===== src/rtl/tbo_pkg.sv =====
`timescale 1ns / 1ps
// ----------------------------------------------------------------------------
// Trim button offset controller package
// Beat types, register indexes, phase codes and beep pattern counts.
// ----------------------------------------------------------------------------
package tbo_pkg;

  localparam int unsigned CFG_IDX_W  = 3;
  localparam int unsigned CFG_DATA_W = 16;

  localparam logic [CFG_IDX_W-1:0] REG_DEBOUNCE  = 3'd0;
  localparam logic [CFG_IDX_W-1:0] REG_TRIM_STEP = 3'd1;
  localparam logic [CFG_IDX_W-1:0] REG_ROLL_REF  = 3'd2;
  localparam logic [CFG_IDX_W-1:0] REG_PITCH_REF = 3'd3;
  localparam logic [CFG_IDX_W-1:0] REG_YAW_REF   = 3'd4;

  localparam logic [1:0] PH_DEBOUNCE = 2'd0;
  localparam logic [1:0] PH_ARMED    = 2'd1;
  localparam logic [1:0] PH_PRESS    = 2'd2;

  // Key bit positions; a key reads 0 while pressed.
  localparam int unsigned KEY_YAW_UP     = 0;
  localparam int unsigned KEY_PITCH_DOWN = 1;
  localparam int unsigned KEY_ROLL_UP    = 2;
  localparam int unsigned KEY_PITCH_UP   = 3;
  localparam int unsigned KEY_ROLL_DOWN  = 4;
  localparam int unsigned KEY_YAW_DOWN   = 5;

  localparam logic [5:0] PAT_ON_A   = 6'd1;
  localparam logic [5:0] PAT_OFF_A  = 6'd10;
  localparam logic [5:0] PAT_ON_B   = 6'd20;
  localparam logic [5:0] PAT_OFF_B  = 6'd30;
  localparam logic [5:0] PAT_ON_C   = 6'd40;
  localparam logic [5:0] PAT_OFF_C  = 6'd50;
  localparam logic [5:0] PAT_LEN    = 6'd60;

  localparam logic [15:0] DEBOUNCE_RST  = 16'd10;
  localparam logic [9:0]  TRIM_STEP_RST = 10'd10;

  typedef struct packed {
    logic [5:0]  key_levels;
    logic [31:0] now_ticks;
  } in_beat_t;

  typedef struct packed {
    logic               beeper_on;
    logic               led_on;
    logic signed [15:0] roll_trim;
    logic signed [15:0] pitch_trim;
    logic signed [15:0] yaw_trim;
    logic               reference_hit;
  } out_beat_t;

  typedef struct packed {
    logic [15:0]        debounce_ticks;
    logic [9:0]         trim_step;
    logic signed [15:0] roll_reference;
    logic signed [15:0] pitch_reference;
    logic signed [15:0] yaw_reference;
  } cfg_t;

  typedef struct packed {
    logic [1:0]         phase;
    logic [31:0]        last_press_time;
    logic               pattern_active;
    logic [5:0]         pattern_count;
    logic signed [15:0] roll_offset;
    logic signed [15:0] pitch_offset;
    logic signed [15:0] yaw_offset;
    logic               beeper_level;
    logic               led_level;
  } state_t;

endpackage


===== src/rtl/tbo_step.sv =====
`timescale 1ns / 1ps
// ----------------------------------------------------------------------------
// Trim button offset controller poll step
// Computes the next controller state and the result beat for one poll.
// ----------------------------------------------------------------------------
module tbo_step (
  input  tbo_pkg::state_t    cur,
  input  tbo_pkg::cfg_t      cfg,
  input  tbo_pkg::in_beat_t  beat,
  output tbo_pkg::state_t    nxt,
  output tbo_pkg::out_beat_t res
);

  logic [5:0]  pressed;
  logic [31:0] elapsed;
  logic [15:0] step16;
  logic [15:0] roll_up;
  logic [15:0] roll_dn;
  logic [15:0] pitch_up;
  logic [15:0] pitch_dn;
  logic [15:0] yaw_up;
  logic [15:0] yaw_dn;
  logic [5:0]  cnt;
  logic        hit;

  assign pressed  = ~beat.key_levels;
  assign elapsed  = beat.now_ticks - cur.last_press_time;
  assign step16   = {6'd0, cfg.trim_step};
  assign roll_up  = cur.roll_offset + step16;
  assign roll_dn  = cur.roll_offset - step16;
  assign pitch_up = cur.pitch_offset + step16;
  assign pitch_dn = cur.pitch_offset - step16;
  assign yaw_up   = cur.yaw_offset + step16;
  assign yaw_dn   = cur.yaw_offset - step16;
  assign cnt      = cur.pattern_count + 6'd1;

  always_comb begin
    tbo_pkg::state_t s;
    s   = cur;
    hit = 1'b0;
    unique case (cur.phase)
      tbo_pkg::PH_DEBOUNCE: begin
        if (elapsed > {16'd0, cfg.debounce_ticks}) begin
          if (pressed == 6'd0) begin
            s.phase = tbo_pkg::PH_ARMED;
          end
          s.beeper_level = 1'b0;
          s.led_level    = 1'b0;
        end
      end
      tbo_pkg::PH_ARMED: begin
        if (pressed != 6'd0) begin
          s.phase = tbo_pkg::PH_PRESS;
        end
      end
      tbo_pkg::PH_PRESS: begin
        if (pressed[tbo_pkg::KEY_ROLL_DOWN]) begin
          s.roll_offset = roll_dn;
          hit = (roll_dn == cfg.roll_reference);
        end else if (pressed[tbo_pkg::KEY_ROLL_UP]) begin
          s.roll_offset = roll_up;
          hit = (roll_up == cfg.roll_reference);
        end else if (pressed[tbo_pkg::KEY_PITCH_UP]) begin
          s.pitch_offset = pitch_up;
          hit = (pitch_up == cfg.pitch_reference);
        end else if (pressed[tbo_pkg::KEY_PITCH_DOWN]) begin
          s.pitch_offset = pitch_dn;
          hit = (pitch_dn == cfg.pitch_reference);
        end else if (pressed[tbo_pkg::KEY_YAW_UP]) begin
          s.yaw_offset = yaw_up;
          hit = (yaw_up == cfg.yaw_reference);
        end else if (pressed[tbo_pkg::KEY_YAW_DOWN]) begin
          s.yaw_offset = yaw_dn;
          hit = (yaw_dn == cfg.yaw_reference);
        end
        if (hit) begin
          s.pattern_active = 1'b1;
        end
        s.phase           = tbo_pkg::PH_DEBOUNCE;
        s.beeper_level    = 1'b1;
        s.led_level       = 1'b1;
        s.last_press_time = beat.now_ticks;
      end
      default: begin
      end
    endcase

    if (s.pattern_active) begin
      s.pattern_count = cnt;
      if (cnt == tbo_pkg::PAT_ON_A || cnt == tbo_pkg::PAT_ON_B ||
          cnt == tbo_pkg::PAT_ON_C) begin
        s.beeper_level = 1'b1;
        s.led_level    = 1'b1;
      end else if ((cnt > tbo_pkg::PAT_OFF_A && cnt < tbo_pkg::PAT_ON_B) ||
                   (cnt > tbo_pkg::PAT_OFF_B && cnt < tbo_pkg::PAT_ON_C) ||
                   (cnt > tbo_pkg::PAT_OFF_C && cnt <= tbo_pkg::PAT_LEN)) begin
        s.beeper_level = 1'b0;
        s.led_level    = 1'b0;
        if (cnt == tbo_pkg::PAT_LEN) begin
          s.pattern_active = 1'b0;
          s.pattern_count  = 6'd0;
        end
      end
    end
    nxt = s;
  end

  assign res.beeper_on     = nxt.beeper_level;
  assign res.led_on        = nxt.led_level;
  assign res.roll_trim     = nxt.roll_offset;
  assign res.pitch_trim    = nxt.pitch_offset;
  assign res.yaw_trim      = nxt.yaw_offset;
  assign res.reference_hit = hit;

endmodule


===== src/rtl/trim_button_offset_controller.sv =====
`timescale 1ns / 1ps
// ----------------------------------------------------------------------------
// Trim button offset controller
// Polls six trim keys, steps the roll, pitch and yaw trims and drives the
// beeper and LED, including a triple-beep pattern on a reference hit.
//
//   channel | ports                          | beat
//   input   | in_valid, in_stall, in_data    | one key poll with tick count
//   result  | out_valid, out_stall, out_data | levels and trims after the poll
//   config  | cfg_we, cfg_index, cfg_wdata   | one register write
//
// A poll is accepted in any cycle with the skid entry empty. Its result beat
// is registered at that edge, in the skid entry if the output is stalled.
// The whole poll step is one combinational pass into the result register.
// A two-entry output buffer lets a new poll enter while a result waits.
// in_stall rises only when both entries are full.
// Synchronous reset clears state and loads the register defaults.
// ----------------------------------------------------------------------------
module trim_button_offset_controller (
  input  logic                                    clk,
  input  logic                                    rst_n,
  input  logic                                    in_valid,
  output logic                                    in_stall,
  input  tbo_pkg::in_beat_t                       in_data,
  output logic                                    out_valid,
  input  logic                                    out_stall,
  output tbo_pkg::out_beat_t                      out_data,
  input  logic                                    cfg_we,
  input  logic [tbo_pkg::CFG_IDX_W-1:0]           cfg_index,
  input  logic [tbo_pkg::CFG_DATA_W-1:0]          cfg_wdata
);

  tbo_pkg::state_t    state_r;
  tbo_pkg::state_t    state_nxt;
  tbo_pkg::cfg_t      cfg_r;
  tbo_pkg::out_beat_t step_res;
  tbo_pkg::out_beat_t out_data_r;
  tbo_pkg::out_beat_t out_data_nxt;
  tbo_pkg::out_beat_t skid_data_r;
  tbo_pkg::out_beat_t skid_data_nxt;
  logic               out_valid_r;
  logic               out_valid_nxt;
  logic               skid_valid_r;
  logic               skid_valid_nxt;
  logic               in_acc;
  logic               out_take;

  tbo_step u_step (
    .cur  (state_r),
    .cfg  (cfg_r),
    .beat (in_data),
    .nxt  (state_nxt),
    .res  (step_res)
  );

  assign in_stall  = skid_valid_r;
  assign in_acc    = in_valid && !skid_valid_r;
  assign out_take  = out_valid_r && !out_stall;
  assign out_valid = out_valid_r;
  assign out_data  = out_data_r;

  always_comb begin
    out_valid_nxt  = out_valid_r;
    out_data_nxt   = out_data_r;
    skid_valid_nxt = skid_valid_r;
    skid_data_nxt  = skid_data_r;
    if (skid_valid_r) begin
      if (out_take) begin
        out_data_nxt   = skid_data_r;
        skid_valid_nxt = 1'b0;
      end
    end else if (in_acc) begin
      if (!out_valid_r || out_take) begin
        out_valid_nxt = 1'b1;
        out_data_nxt  = step_res;
      end else begin
        skid_valid_nxt = 1'b1;
        skid_data_nxt  = step_res;
      end
    end else if (out_take) begin
      out_valid_nxt = 1'b0;
    end
  end

  always_ff @(posedge clk) begin
    if (!rst_n) begin
      state_r                 <= '0;
      cfg_r.debounce_ticks    <= tbo_pkg::DEBOUNCE_RST;
      cfg_r.trim_step         <= tbo_pkg::TRIM_STEP_RST;
      cfg_r.roll_reference    <= '0;
      cfg_r.pitch_reference   <= '0;
      cfg_r.yaw_reference     <= '0;
      out_valid_r             <= 1'b0;
      skid_valid_r            <= 1'b0;
    end else begin
      if (in_acc) begin
        state_r <= state_nxt;
      end
      if (cfg_we) begin
        unique case (cfg_index)
          tbo_pkg::REG_DEBOUNCE:  cfg_r.debounce_ticks  <= cfg_wdata;
          tbo_pkg::REG_TRIM_STEP: cfg_r.trim_step       <= cfg_wdata[9:0];
          tbo_pkg::REG_ROLL_REF:  cfg_r.roll_reference  <= cfg_wdata;
          tbo_pkg::REG_PITCH_REF: cfg_r.pitch_reference <= cfg_wdata;
          tbo_pkg::REG_YAW_REF:   cfg_r.yaw_reference   <= cfg_wdata;
          default: begin
          end
        endcase
      end
      out_valid_r  <= out_valid_nxt;
      skid_valid_r <= skid_valid_nxt;
    end
  end

  always_ff @(posedge clk) begin
    out_data_r  <= out_data_nxt;
    skid_data_r <= skid_data_nxt;
  end

  a_skid_implies_out: assert property (@(posedge clk) disable iff (!rst_n)
    skid_valid_r |-> out_valid_r)
    else $error("skid entry held without an output entry");

  a_accept_gives_result: assert property (@(posedge clk) disable iff (!rst_n)
    in_acc |=> out_valid_r)
    else $error("accepted poll produced no result beat");

  a_count_needs_pattern: assert property (@(posedge clk) disable iff (!rst_n)
    (state_r.pattern_count != 6'd0) |-> state_r.pattern_active)
    else $error("pattern counter running with pattern inactive");

  a_press_returns: assert property (@(posedge clk) disable iff (!rst_n)
    (in_acc && state_r.phase == tbo_pkg::PH_PRESS)
      |=> state_r.phase == tbo_pkg::PH_DEBOUNCE)
    else $error("press phase did not return to debounce");

  a_hit_starts_pattern: assert property (@(posedge clk) disable iff (!rst_n)
    (in_acc && step_res.reference_hit && !state_r.pattern_active)
      |=> state_r.pattern_active)
    else $error("reference hit did not start the beep pattern");

endmodule

===== config.mk =====
export PLATFORM = sky130hd
export DESIGN_NAME = trim_button_offset_controller
export DESIGN_NICKNAME = d
export VERILOG_FILES = /design/src/rtl/tbo_pkg.sv /design/src/rtl/tbo_step.sv /design/src/rtl/trim_button_offset_controller.sv
export SDC_FILE = /design/constraint.sdc
export NUM_CORES = 1
export LEC_CHECK = 0
export ABC_CLOCK_PERIOD_IN_PS = 5600
export BUFFER_PORTS_ARGS = -buffer_cell sky130_fd_sc_hd__buf_2
export CAP_MARGIN = 20
export CORE_MARGIN = 2
export CORE_UTILIZATION = 25
export DETAILED_ROUTE_END_ITERATION = 8
export SKIP_CTS_REPAIR_TIMING = 1
export SYNTH_ARGS = -nofsm -noshare
export SYNTH_HDL_FRONTEND = slang
export SYNTH_SLANG_ARGS = --single-unit

===== constraint.sdc =====
create_clock -name clk -period 5.6 [get_ports clk]
set_input_delay 1.12 -clock clk [delete_from_list [all_inputs] [get_ports clk]]
set_output_delay 1.12 -clock clk [all_outputs]
set_load 0.005 [all_outputs]

==> results of run 1 <==
==> sequential cells by signal, summed over array words and instances (netlist names) <==
signal / flops
cfg_r: 74
in_stall: 1
out_data: 51
out_valid: 1
skid_data_r: 51
state_r: 91
==> per-stage QoR <==
step                cells  hold WS (ns)
floorplan            2442        0.4363
detailed placement   3517        0.4471
global placement     3517        0.4431
CTS                  3581        0.4549
finish               3589        0.4529
global route         3586        0.4687
==> path summary, 6_finish.rpt <==
check | endpoint | slack [ns] | depth (start not counted)
min | state_r[75] | 0.45 | 2
max reg2reg | out_data[50] | 0.74 | 13
min reg2reg | state_r[75] | 0.45 | 2
max | out_data[50] | 0.52 | 24
==> metal layers <==
layer  GRT usage [%]  up-vias
met5               0        -
met4           4.105       12
met3           2.881      105
met2           24.98      588
met1           21.94     8633
li1                -     8946
==> power groups by stage <==
| stage | Combinational [W] | Clock, W | Sequential, W |
|---|---|---|---|
| after global placement | 0.000779 | 0 | 0.00217 |
| after CTS | 0.000784 | 0.00254 | 0.00213 |
| after floorplan | 0.000511 | 0 | 0.00216 |
| after global routing | 0.000872 | 0.00261 | 0.00214 |
| final | 0.000787 | 0.00246 | 0.00213 |
| after detailed placement | 0.000780 | 0 | 0.00217 |
==> layout make-up <==
type                       count  area (um2)
antenna                        6       15.01
multi-input combinational   1909       12290
fill                        8282       54940
sequential                   269        6407
timing repair buffer         175        1049
tap                         1040        1301
clock buffer                  49        1021
inverter                     126       475.5
clock inverter                15       229.0
==> layout by cell type, fill, tap and decap left out, types with 9 or more instances in the layout <==
master and instances:
o21bai_1 9, a211oi_1 27, a221oi_1 13, a221o_1 11, ha_1 113, o21ai_0 77
nor3_1 46, o221ai_1 13, nand3_1 41, o2111ai_1 18, nand2_1 372, buf_2 114
nand4_1 26, a21oi_1 242, xor2_1 64, a31oi_1 22, dfxtp_1 166, mux2i_1 23
nor2b_1 35, o22ai_1 20, mux2_2 48, a21o_1 26, nor2_1 191, clkbuf_16 37
or3_1 21, inv_1 115, edfxtp_1 102, o21a_1 18, nand2b_1 32, xnor2_1 87
o21ai_1 28, nor4_1 21, o211ai_1 22, buf_4 60, nor3b_1 10, and3_1 18
and2_1 22, or4_1 9, a22oi_1 11
==> cells by family after synthesis <==
logic type      after synthesis  synth area share (%)
fa+ha+maj                   121                 7.946
xor+xnor                    152                 6.840
compound gates              661                 21.84
buf+inv                     264                 5.123
simple gates                902                 21.68
flops                       269                 32.55
mux                          73                 4.030
==> critical path: stages <==
cell and delay (ns):
buf_2 0.11, ha_1 0.31, o211ai_1 0.12, a211oi_1 0.29, nor2_1 0.10, o21ai_0 0.25
nand2_1 0.09, nand2_1 0.09, a21o_1 0.11, a21oi_1 0.07, xnor2_1 0.15, ha_1 0.31
and4_1 0.22, nand3_1 0.09, or3_1 0.37, o21ai_0 0.11, buf_4 0.15, o2111ai_1 0.10
or4_1 0.48, o41ai_1 0.31, buf_4 0.17, a21oi_1 0.07, o21ai_2 0.16, mux2_2 0.17
==> run metrics, run 1 <==
outcome finished clean; I/O Buffers roughly 110; CP Max Fanout 3; Slew headroom around 13%; Mapped Area between 0.015 and 0.02 mm2; first-pass GRT wire length approximately 100000 um; Ports 115; Setup WS post-layout roughly 0.52 ns; MaxCap Viol Count 0; Worst Skew approximately 0.037 ns; setup violators final 0; final WL between 60000 and 70000 um; CTS clock-pin slew for the worst setup and hold paths about 0.06 ns; die height ~280 um; top post-synthesis cells by area dfxtp_1 17%, edfxtp_1 16%, ha_1 7.2%; area leader, netlist dfxtp_1; setup TNS 0 ns; initial antenna violation count 13; CTS Buf Count 35; Placer Congestion between 0.9 and 1; core footprint about 0.08 mm2; final instance area between 0.02 and 0.025 mm2; DP Area around 0.021 mm2; most frequent cell after synthesis nand2_1; Gate Count Post-Synth 2442; final core occ 29.32%; share of total power in sequential cells 39.6%; number of synthesized flops with an enable pin roughly 100; Setup crit end kind flip-flop; Detail Route Antenna Nets 0; die area 0.08100 mm2; share of layout cells above drive strength 1 roughly an eighth; Design Power about 0.0054 W; Synth Flop Type dfxtp_1; CTS root buf clkbuf_16; top cells by count, synth 372 x nand2_1, 243 x a21oi_1, 191 x nor2_1, 167 x dfxtp_1, 117 x clkbuf_1; cell area power density around 240 mW/mm2; Switching Fraction between 20 and 30%; synth warn 0; drt pass-1 iters 5; static leakage around 8.6 nW; Total Routing Usage GR 15.78%; share of the synthesized area in the top cell type 16.98%; routed length per placed instance between 15 and 20 um; Worst EP required approximately 6.0 ns; met1 WL ~30000 um; Synth Net Count roughly 2600; Tmin final ~5.1 ns; Crit Path Category in2reg; max layer used met5; met2 WL approximately 29000 um; period utilisation layout around nine tenths; asr flop ratio synth 0%; Initial Utilization between 20 and 30%; RSZ-0062 raised after global routing no; post-synthesis sequential area ratio 32.55%; Final Hold Violating Endpoints 0; gr ovfl total 0; synth-to-layout area growth 15.76%; CTS H-tree depth 2; min-delay worst type reg2reg; crit start category input pin; hold_sp state_r[75]; via count around 18000; Comb power frac 14.6%; vias in the first global route 17220; worst r2r src cfg_r[57]; layout net count between 2000 and 3000; TritonCTS clock tree built; CTS Sinks 269; IR drop worst, VDD roughly 0.16 mV; die width ~280 um; clock network power share a little under half; Post-route DRC 0; Max Fclk between 150 and 200 MHz; DR WL met3 roughly 4600 um; Starting DRT DRC Count between 1500 and 2000; Setup crit start in_data[4]; Rows a little over 100; Internal a little under 0.004 W; Slew @ Worst Pin about 1.3 ns; largest net degree at the start of global routing 90; crit path DAT about 5.5 ns; Unique masters post-synth 94; worst skew pair latency ~0.56 ns; Clock Path Buffers 3; Via density 5.094; hpwl dp 50350 um; Post-Place Setup Slack -0.06122 ns; max-slew violation count 0; NetSw between 0.001 and 0.0015 W; Mean Syn Cell Area roughly 8 um2; Synth Register Bits roughly 270
No activity file was read; power rests on OpenSTA's default activity.
==> run 2: changes to the inputs <==
--- a/config.mk
+++ b/config.mk
@@ -5,12 +5,14 @@
 export SDC_FILE = /design/constraint.sdc
 export NUM_CORES = 1
 export LEC_CHECK = 0
-export ABC_CLOCK_PERIOD_IN_PS = 5600
+export ABC_AREA = 1
+export ABC_CLOCK_PERIOD_IN_PS = 4280
 export BUFFER_PORTS_ARGS = -buffer_cell sky130_fd_sc_hd__buf_2
 export CAP_MARGIN = 20
 export CORE_MARGIN = 2
 export CORE_UTILIZATION = 25
 export DETAILED_ROUTE_END_ITERATION = 8
+export PLACE_DENSITY = 0.5
 export SKIP_CTS_REPAIR_TIMING = 1
 export SYNTH_ARGS = -nofsm -noshare
 export SYNTH_HDL_FRONTEND = slang
==> constraint.sdc (replaced) <==
create_clock -name clk -period 4.28 [get_ports clk]
set_input_delay 0.856 -clock clk [delete_from_list [all_inputs] [get_ports clk]]
set_output_delay 0.856 -clock clk [all_outputs]
set_load 0.005 [all_outputs]
==> run metrics, run 2 <==
layout net count 3355; Worst Skew 0.03538 ns; core footprint about 0.079 mm2; leading registers by flop count state_r (91), cfg_r (74); Crit Path Category reg2reg; Gate Count Post-Synth 3017; Largest register FFs between 90 and 100; static leakage ~11 nW; vias in the first global route 18551; share of the synthesized area in the top cell type around 17%; crit path DAT 4.15 ns; Synth Flop Type dfxtp_1; Via density 4.680; Setup crit end kind flip-flop; final WL 71160 um; Total Routing Usage GR approximately 17%; most frequent cell after synthesis nand2_1; cell area power density 354.0 mW/mm2; largest net degree at the start of global routing 81; asr flop ratio synth 0%; share of layout cells above drive strength 1 under 10%; initial antenna violation count 8; crit-path leading delay family simple AND/OR/NAND/NOR gates; Clock Path Buffers 3; setup TNS 0 ns; Placer Congestion approximately 0.95; most used cell, CP nand2_1; Top reg by flops state_r; gr ovfl total 0; Unique masters post-synth 57; top post-synthesis cells by area dfxtp_1 17%, edfxtp_1 15%, nand2_1 15%; CTS Sinks between 200 and 300; number of synthesized flops with an enable pin slightly above 100; DP Area 0.02219 mm2; Mapped Area 0.01993 mm2; die area ~0.08 mm2; max-slew violation count 0; commonest non-fill, non-tap cell in the layout nand2_1; synth-to-layout area growth 17.67%; Ports about 120; post-synthesis sequential area ratio about a third; min-delay worst type reg2reg; slowest stage delay, CP approximately 0.54 ns; Slew @ Worst Pin between 0.9 and 1 ns; Worst EP required between 4 and 5 ns; CP Cell Sequence inv_1, ha_1, nand2_1, nor2_1, nand2_1, nand2_1, a21oi_1, or2_2, nand2_1, nand2_1, nand2_1, nor2_1, nand2_1, nand2_1, nand2_1, nand3_1, nand2_1, nand3_2, nand2_4, nand2_8, nand2_2, nand2_2, nand2_1, nand2_1; I/O Buffers about 110; CP Max Fanout 9; Initial Utilization between 20% and 30%; MaxCap Viol Count 0; Detail Route Antenna Nets 0; routed length per placed instance roughly 17 um; Mean Syn Cell Area around 6.6 um2; die height 286.4 um; TritonCTS clock tree built; RSZ-0062 raised after global routing no; crit start category flip-flop; Setup WS post-layout between 0.4 and 0.5 ns; top cells by count, synth 806 x nand2_1, 454 x inv_1, 262 x o21ai_0, 255 x a21oi_1, 237 x nand3_1; die width approximately 290 um; IR drop worst, VDD around 0.25 mV; Final Hold Violating Endpoints 0; period utilisation layout about nine tenths; area leader, netlist dfxtp_1; Post-Place Setup Slack -0.1518 ns; CTS Buf Count 37; commonest cells after routing, fill and taps aside 806 x nand2_1, 451 x inv_1, 262 x o21ai_0; antenna cells 0; CTS clock-pin slew for the worst setup and hold paths ~0.060 ns; Synth Register Bits about 270; CP max stage cell ha_1; hpwl dp around 56000 um; final core occ between 20 and 30%; Post-route DRC 0; worst skew pair latency between 0.5 and 0.6 ns; CTS H-tree depth 2; Slew headroom 37.26%; first-pass GRT wire length about 110000 um; drt pass-1 iters 6; Starting DRT DRC Count 1500; Max Fclk 259.4 MHz; via count ~20000; Tmin final about 3.9 ns; Rows 103; Synth Net Count roughly 3200; setup violators final 0; CTS root buf clkbuf_16; final instance area around 0.023 mm2; outcome finished clean; synth warn 0; Buf/Inv on CP 1
==> run 2: changes by cell type after synthesis, sizes merged, moves of 23 or more <==
cell	delta
a211oi	-23
a21o	-25
clkbuf	-49
inv	+341
mux2	-50
nand2	+442
nand2b	-33
nand3	+200
nand4	+31
nor2	+31
nor2b	-36
o21ai	+157
xnor2	-80
==> run 2: per-layer routing <==
metal	part of all wire [%]	global-route usage (%)	vias up
met3	4.7	2.258	77
li1	-	-	10227
met1	47	22.98	9129
met5	0.086	0	-
met2	46	28.70	455
met4	2.1	3.979	10
==> run 2: area by class of cell <==
type / instances / area [um2]
fill: 8808 / 55550
multi-input combinational: 2189 / 11380
sequential: 269 / 6407
inverter: 463 / 1738
timing repair buffer: 213 / 1354
tap: 1050 / 1314
clock buffer: 55 / 1107
clock inverter: 13 / 150.1
==> run 2: report_power, final <==
part	internal, W	total, W	switching [W]
sequential	0.00283	0.00293	0.0000981
clock	0.00198	0.00321	0.00123
combinational	0.000737	0.00217	0.00143
total	0.00554	0.00830	0.00276
==> run 2: cells by family (layout without fill, tap and decap cells) <==
| family | after synthesis | in the layout | share of synthesized area, % |
|---|---|---|---|
| muxes | 1 | 1 | 0.05022 |
| and+or+nand+nor | 1408 | 1408 | 29.87 |
| adders and majority gates | 120 | 120 | 7.797 |
| DFF | 269 | 269 | 32.14 |
| xor gates and xnor gates | 63 | 63 | 2.976 |
| buffers and inverters | 559 | 744 | 10.85 |
| AOI/OAI and AO/OA | 597 | 597 | 16.32 |
==> run 2: worst paths after layout <==
check | from | to | slack, ns | depth (start not counted)
setup / recovery | cfg_r[51] | out_data[50] | 0.42 | 24
hold reg to reg | state_r[81] | state_r[81] | 0.45 | 2
setup reg to reg | cfg_r[51] | out_data[50] | 0.42 | 24
hold / removal | state_r[81] | state_r[81] | 0.45 | 2
==> run 2: worst reg2reg max path, cell delays in order, from the launching register on <==
cell	delay [ns]
dfxtp_1	0.44
inv_1	0.17
ha_1	0.54
nand2_1	0.15
nor2_1	0.14
nand2_1	0.09
nand2_1	0.14
a21oi_1	0.12
or2_2	0.30
nand2_1	0.08
nand2_1	0.05
nand2_1	0.10
nor2_1	0.06
nand2_1	0.06
nand2_1	0.18
nand2_1	0.11
nand3_1	0.15
nand2_1	0.15
nand3_2	0.11
nand2_4	0.12
nand2_8	0.09
nand2_2	0.08
nand2_2	0.05
nand2_1	0.05
nand2_1	0.05
==> run 2: stage by stage <==
step | std cells | power (W) | hold slack [ns]
3_3_place_gp | 4183 | 0.005145 | 0.4443
3_5_place_dp | 4184 | 0.005139 | 0.4521
5_1_grt | 4252 | 0.008806 | 0.4738
6_report | 4252 | 0.008301 | 0.4544
4_1_cts | 4252 | 0.008414 | 0.4588
2_1_floorplan | 3017 | 0.004398 | 0.4331
